File: src/rtl/insertion_sort_engine_macros.svh
// assertion macros used by the one asserting file, insertion_sort_engine.sv
`ifndef INSERTION_SORT_ENGINE_MACROS_SVH
`define INSERTION_SORT_ENGINE_MACROS_SVH

// same-cycle implication, checked outside reset
`define ISE_ASSERT_NOW(label, ante, cons, msg) \
  label: assert property (@(posedge clk_i) disable iff (!rst_ni) (ante) |-> (cons)) \
    else $error(msg);

// next-cycle implication, checked outside reset
`define ISE_ASSERT_NEXT(label, ante, cons, msg) \
  label: assert property (@(posedge clk_i) disable iff (!rst_ni) (ante) |=> (cons)) \
    else $error(msg);

`endif

File: src/rtl/ise_pkg.sv
`default_nettype none

package ise_pkg;

  localparam int DATA_W       = 32;
  localparam int REQ_W        = 2;
  localparam int RANK_W       = 6;
  localparam int HELD_W       = 7;
  localparam int STAT_W       = 2;
  localparam int DEF_CAPACITY = 64;

  localparam logic [REQ_W-1:0] REQ_CLEAR  = 2'd0;
  localparam logic [REQ_W-1:0] REQ_INSERT = 2'd1;
  localparam logic [REQ_W-1:0] REQ_READ   = 2'd2;

  localparam logic [STAT_W-1:0] ST_OK    = 2'd0;
  localparam logic [STAT_W-1:0] ST_FULL  = 2'd1;
  localparam logic [STAT_W-1:0] ST_RANGE = 2'd2;

  // broadcast from the controller to every cell
  typedef struct packed {
    logic                     ins;
    logic                     rd_load;
    logic                     rd_shift;
    logic signed [DATA_W-1:0] value;
  } ctl_t;

endpackage

`default_nettype wire

File: src/rtl/ise_cell.sv
`default_nettype none

module ise_cell #(
  parameter int IDX   = 0,
  parameter int CNT_W = 7
) (
  input  wire                               clk_i,
  input  wire ise_pkg::ctl_t                ctl_i,
  input  wire [CNT_W-1:0]                   count_i,
  input  wire logic signed [ise_pkg::DATA_W-1:0] prev_val_i,
  input  wire                               prev_gt_i,
  input  wire                               prev_occ_i,
  input  wire [ise_pkg::DATA_W-1:0]         rd_next_i,
  output logic signed [ise_pkg::DATA_W-1:0] val_o,
  output logic                              gt_o,
  output logic                              occ_o,
  output logic [ise_pkg::DATA_W-1:0]        rd_o
);

  logic signed [ise_pkg::DATA_W-1:0] val_q, val_d;
  logic [ise_pkg::DATA_W-1:0]        rd_q, rd_d;

  assign occ_o = count_i > CNT_W'(IDX);
  assign gt_o  = occ_o && (val_q > ctl_i.value);
  assign val_o = val_q;
  assign rd_o  = rd_q;

  always_comb begin
    val_d = val_q;
    if (ctl_i.ins) begin
      if (prev_gt_i) begin
        val_d = prev_val_i;
      end else if (gt_o || (prev_occ_i && !occ_o)) begin
        // first larger entry, or the free slot just past the end
        val_d = ctl_i.value;
      end
    end
  end

  always_comb begin
    rd_d = rd_q;
    if (ctl_i.rd_load) begin
      rd_d = val_q;
    end else if (ctl_i.rd_shift) begin
      rd_d = rd_next_i;
    end
  end

  always_ff @(posedge clk_i) begin
    val_q <= val_d;
    rd_q  <= rd_d;
  end

endmodule

`default_nettype wire

File: config.mk
export PLATFORM = sky130hd
export DESIGN_NAME = ise_cell
export DESIGN_NICKNAME = d
export VERILOG_FILES = /design/src/rtl/insertion_sort_engine_macros.svh /design/src/rtl/ise_pkg.sv /design/src/rtl/ise_cell.sv
export SDC_FILE = /design/constraint.sdc
export NUM_CORES = 1
export LEC_CHECK = 0
export ABC_AREA = 1
export BUFFER_PORTS_ARGS = -buffer_cell sky130_fd_sc_hd__buf_2
export CAP_MARGIN = 15
export CELL_PAD_IN_SITES_DETAIL_PLACEMENT = 1
export CELL_PAD_IN_SITES_GLOBAL_PLACEMENT = 1
export CORE_MARGIN = 3
export CORE_UTILIZATION = 33
export DETAILED_ROUTE_END_ITERATION = 8
export GPL_TIMING_DRIVEN = 0
export PLACE_DENSITY = 0.91
export SLEW_MARGIN = 15
export SYNTH_ARGS = -nofsm -noshare
export SYNTH_HDL_FRONTEND = slang
export SYNTH_SLANG_ARGS = --single-unit
File: constraint.sdc
create_clock -name clk_i -period 3.2 [get_ports clk_i]
set_input_delay 0.48 -clock clk_i [delete_from_list [all_inputs] [get_ports clk_i]]
set_output_delay 0.48 -clock clk_i [all_outputs]
set_load 0.01 [all_outputs]
; ---- Word-level counts from Yosys, hierarchy flattened
; Index checks and enable logic that the tools add are counted.
[word_totals]
register_bits = 64
output_inout_bits = 66
input_bits = 109
wordCells = 15
[classes]
reduce_logical = 7
mux = 4
order_cmp = 2
[ops]
columns = cell, n
row1 = $mux W32, 4
row2 = $gt A32 B32 Y1, 1
row3 = $gt A7 B1 Y1 const B, 1
row4 = $reduce_bool A2 Y1, 2
row5 = $logic_and A1 B1 Y1, 2
row6 = $reduce_and A2 Y1, 1
row7 = $logic_not A1 Y1, 1
row8 = $logic_or A1 B1 Y1, 1

; ---- Depth between registers and ports, before layout
[logic_depth]
ltp_word = 6
depth_mapped = 17
depth_no_buf = 17

; ---- Least setup slack after synthesis
; OpenSTA, ideal clock, no wires.
[synth_path]
path_kind = input port to flip-flop
from = input port ctl_i[31] in the netlist's numbering
to = register val_q (netlist bit val_o[0]), enable pin
n_path_buf = 0
t_arrival_ps = 2514
setup_time_ps = 400
path_slack_ps = 286
cell_stages = 12
cell_sequence = inv_1 ha_1 nand2_1 nor2_2 nand2_2 nor3b_2 nand2_1 nand2_1 nand2_1 nand2_1 nand2_2 a21oi_2
[synth_between]
elab_chain_len = 5
[synth_rtl]
columns = element, line
row1 = "start, declared", ise_cell.sv:8  ; input wire ise_pkg::ctl_t ctl_i,
row2 = $gt A32 B32 Y1, ise_cell.sv:24  ; assign gt_o = occ_o && (val_q > ctl_i.value);
row3 = $logic_and A1 B1 Y1, ise_cell.sv:24
row4 = $logic_or A1 B1 Y1, ise_cell.sv:33  ; end else if (gt_o || (prev_occ_i && !occ_o)) begin
row5 = $reduce_bool A2 Y1 (no source line), n/a
row6 = $reduce_and A2 Y1 (no source line), n/a
row7 = "end signal, assigned", ise_cell.sv:50  ; val_q <= val_d;
row8 = "end, declared", ise_cell.sv:20  ; logic signed [ise_pkg::DATA_W-1:0] val_q, val_d;
; No other way between the ends.
; A chain may end at the register's enable or synchronous reset.

; ---- Worst setup path after layout
[layout_path]
from = register val_q (netlist bit val_o[31])
to = output port gt_o
[layout_between]
elab_chain_len = 2
[layout_rtl]
columns = element, line
row1 = $gt A32 B32 Y1, ise_cell.sv:24
row2 = $logic_and A1 B1 Y1, ise_cell.sv:24
row3 = "end, declared", ise_cell.sv:15  ; output logic gt_o,
; No other way between the ends.

==> impl_results.md <==
* Post-CTS sizing at 0
* Synth async-reset ratio at 0
* Syn Nets at 540
* Slew at the pin closest to its max-slew limit at 0.8210 ns
* DR vias at 3375
* Sequential power share at 0.465
* Crit-path cells: ha_1, nand2_1, nor2_2, nand2_2, nor3b_2, nand2_1, nand2_1, nand2_1, nand2_1, nand2_2, inv_1, buf_2
* Worst EP required at 2.72 ns
* Crit path launch: val_o[31]
* Total wire length at 11650 microns
* Static leakage at 2.504 nW
* Combinational share of power at 0.208
* Port Buffer Count at 172
* Clock power share at 0.327
* Max H-tree Level at 3
* Area leader, netlist: edfxtp_1
* RSZ-0062 raised after global routing: false
* Final ANT Viol Nets at 0
* Setup WS pre-CTS at 0.3358 ns
* Fraction of layout cells with a size suffix above 1 at 0.3384
* Initial drt markers at 130
* Hold crit path type: primary input to register
* FILL cells at 1293
* First-pass GRT wire length at 17710 microns
* Die ar. at 12170 sq um
* Hold-fix buffers at CTS at 0
* Io pins at 175
* CTS Sinks at 64
* Endpoint class of the critical path: primary output
* Overall routing resource usage at 0.1937
* Status: complete, no violations
* Finish-stage setup viols at 0
* Max VDD drop at 0.1819 mV
* Most used DFF post-synth: edfxtp_1
* Critical-path top delay cell: edfxtp_1
* Worst-path clk slew at 0.08 ns
* Final std cell area, no fill at 4861 sq um
* P_sw at 0.6289 mW
* Yosys reg bits at 64
* Syn Inst Count at 399
* Share of the synthesized area in the top cell type at 0.5352
* Routed wire per std cell at 16.10 microns
* Skew-Pair Late Insertion Delay at 0.34 ns
* Switching part of the total power at 0.2754
* Critical path class: register to primary output
* CP max stage delay at 0.42 ns
* Worst Slack Setup Final at 0.5105 ns
* Via density at 4.662
* Mapped Avg Cell Area at 9.000 sq um
* Grt ovf at 0
* Final Max Slew Viols at 0
* Cell repeated most along the worst path: nand2_1
* Shortest period the worst path allows at 2.690 ns
* CTS root buf: clkbuf_8
* Int Power at 1.655 mW
* Final Hold Fails at 0
* Largest net degree at the start of global routing at 33
* Site row count at 37
* Syn. warnings at 0
* Unique masters post-synth at 23
* Max Cap Viol at 0
* Fmax at 371.8 MHz
* Design Power at 2.283 mW
* Core Region at 10460 sq um
* Worst Path Buf+Inv at 2
* Register area share after synthesis at 0.5352
* Clock Path Buffers at 2
* GPL Wtd Cong at 0.7955
* Residual DRC at 0
* Cts bufs inserted at 9
* Area growth syn-to-layout at 35.37%
* Die Height at 110.3 microns
* Antenna violations before repair at 0
* DIE WIDTH at 110.3 microns
* CP delay by family, top: simple AND/OR/NAND/NOR gates
* Crit path launch type: register
* Placed Area at 4657 sq um
* Fin nets at 724
* Setup Buffers After CTS at 0
* Critical path fanouts, max at 4
* Final worst clock skew at 0.01204 ns
* Final HPWL DP at 9431 microns
* Vias in the first global route at 3531
* TritonCTS clock tree: done
* Initial Util at 0.3432
* P per Cell Area at 469.8 nW/um^2
* Mapped Area at 3591 sq um
* Arr. time, crit path at 2.21 ns
* DRT Pass-1 Iters at 4
* Main area contributors after synthesis: edfxtp_1, nand2_1, ha_1
* Start of the worst register-to-register path: val_o[31]
* Hold_sp: rd_next_i[26]
* EDFF count, synth at 64
* ANT cells at 0
* Final period utilization at 0.8405
* Max transition margin at 0.4527
flip-flops by register name, summed over array words and instances, names as in the netlist:
name   cells
rd_o      32
val_o     32
metrics by stage:
step	hold slack (ns)	utilization	TNS, ns	cells
floorplan	0.6090	-	0	399
global placement	0.5683	0.4418	-17.63	707
detailed placement	0.5750	0.4451	0	708
CTS	0.3922	0.4646	0	724
global route	0.3898	0.4646	0	724
finish	0.4079	0.4646	0	724
area by class of cell:
class | instances | area [sq um] | area share
plain buffers | 14 | 60.06 | 0.01236
clock buffers | 12 | 135.1 | 0.02780
clock inverters | 4 | 68.82 | 0.01416
inverters | 46 | 172.7 | 0.03552
multi-input cells | 275 | 1444 | 0.2970
flip-flops and latches | 64 | 1922 | 0.3954
well taps | 136 | 170.2 | 0.03501
repair buffers | 173 | 888.4 | 0.1828
per-layer routing:
layer | share of wire | up-vias | global-route usage
li1 | - | 1675 | -
met1 | 0.40 | 1575 | 0.2328
met2 | 0.52 | 109 | 0.3466
met3 | 0.058 | 16 | 0.04543
met4 | 0.018 | 0 | 0.05189
met5 | 0 | - | 0
power by group through the flow:
| stage | Combinational, mW | Clock [mW] | Sequential (mW) |
|---|---|---|---|
| finish | 0.474 | 0.747 | 1.06 |
| global placement | 0.443 | 0 | 1.08 |
| global route | 0.539 | 0.807 | 1.07 |
| detailed placement | 0.479 | 0 | 1.08 |
| CTS | 0.482 | 0.762 | 1.06 |
| floorplan | 0.205 | 0 | 1.12 |
cell usage in the layout (no fill, tap or decap), drive strengths merged:
master / n
inv: 45
clkinv: 3
nand2: 168
a21o: 1
o21ai: 34
ha: 32
edfxtp: 64
or2: 1
nand3: 4
a21oi: 15
nor4: 1
nand4: 2
o21a: 1
bufinv: 2
buf: 174
mux2: 1
nor2: 14
clkbuf: 25
nor3b: 1
cells in the mapped netlist (3+ instances only):
| cell | number |
|---|---|
| ha_1 | 32 |
| clkbuf_1 | 13 |
| nand3_1 | 3 |
| a21oi_1 | 13 |
| nor2_1 | 12 |
| edfxtp_1 | 64 |
| nand2_1 | 166 |
| inv_1 | 43 |
| o21ai_0 | 34 |
worst reg2reg max path, stage by stage (launching register included):
cell	delay (ns)
edfxtp_1	0.42
ha_1	0.36
nand2_1	0.10
nor2_2	0.16
nand2_2	0.10
nor3b_2	0.21
nand2_1	0.09
nand2_1	0.07
nand2_1	0.05
nand2_1	0.06
nand2_2	0.07
a21oi_4	0.42
buf_16	0.25
kinds of logic after synthesis:
group	Yosys count	share of synthesized area
compound gates	51	0.07491
fa+ha+maj	32	0.1115
buf+inv	60	0.06481
flops	64	0.5352
mux	1	0.003136
simple gates	191	0.2105
final timing paths:
| check | end | slack [ns] | cells past startpoint |
|---|---|---|---|
| setup reg to reg | val_o[18] | 0.55 | 12 |
| hold reg to reg | rd_o[11] | 0.59 | 2 |
| hold / removal | rd_o[26] | 0.41 | 3 |
| setup / recovery | gt_o | 0.51 | 12 |
No activity file was read; power rests on OpenSTA's default activity.
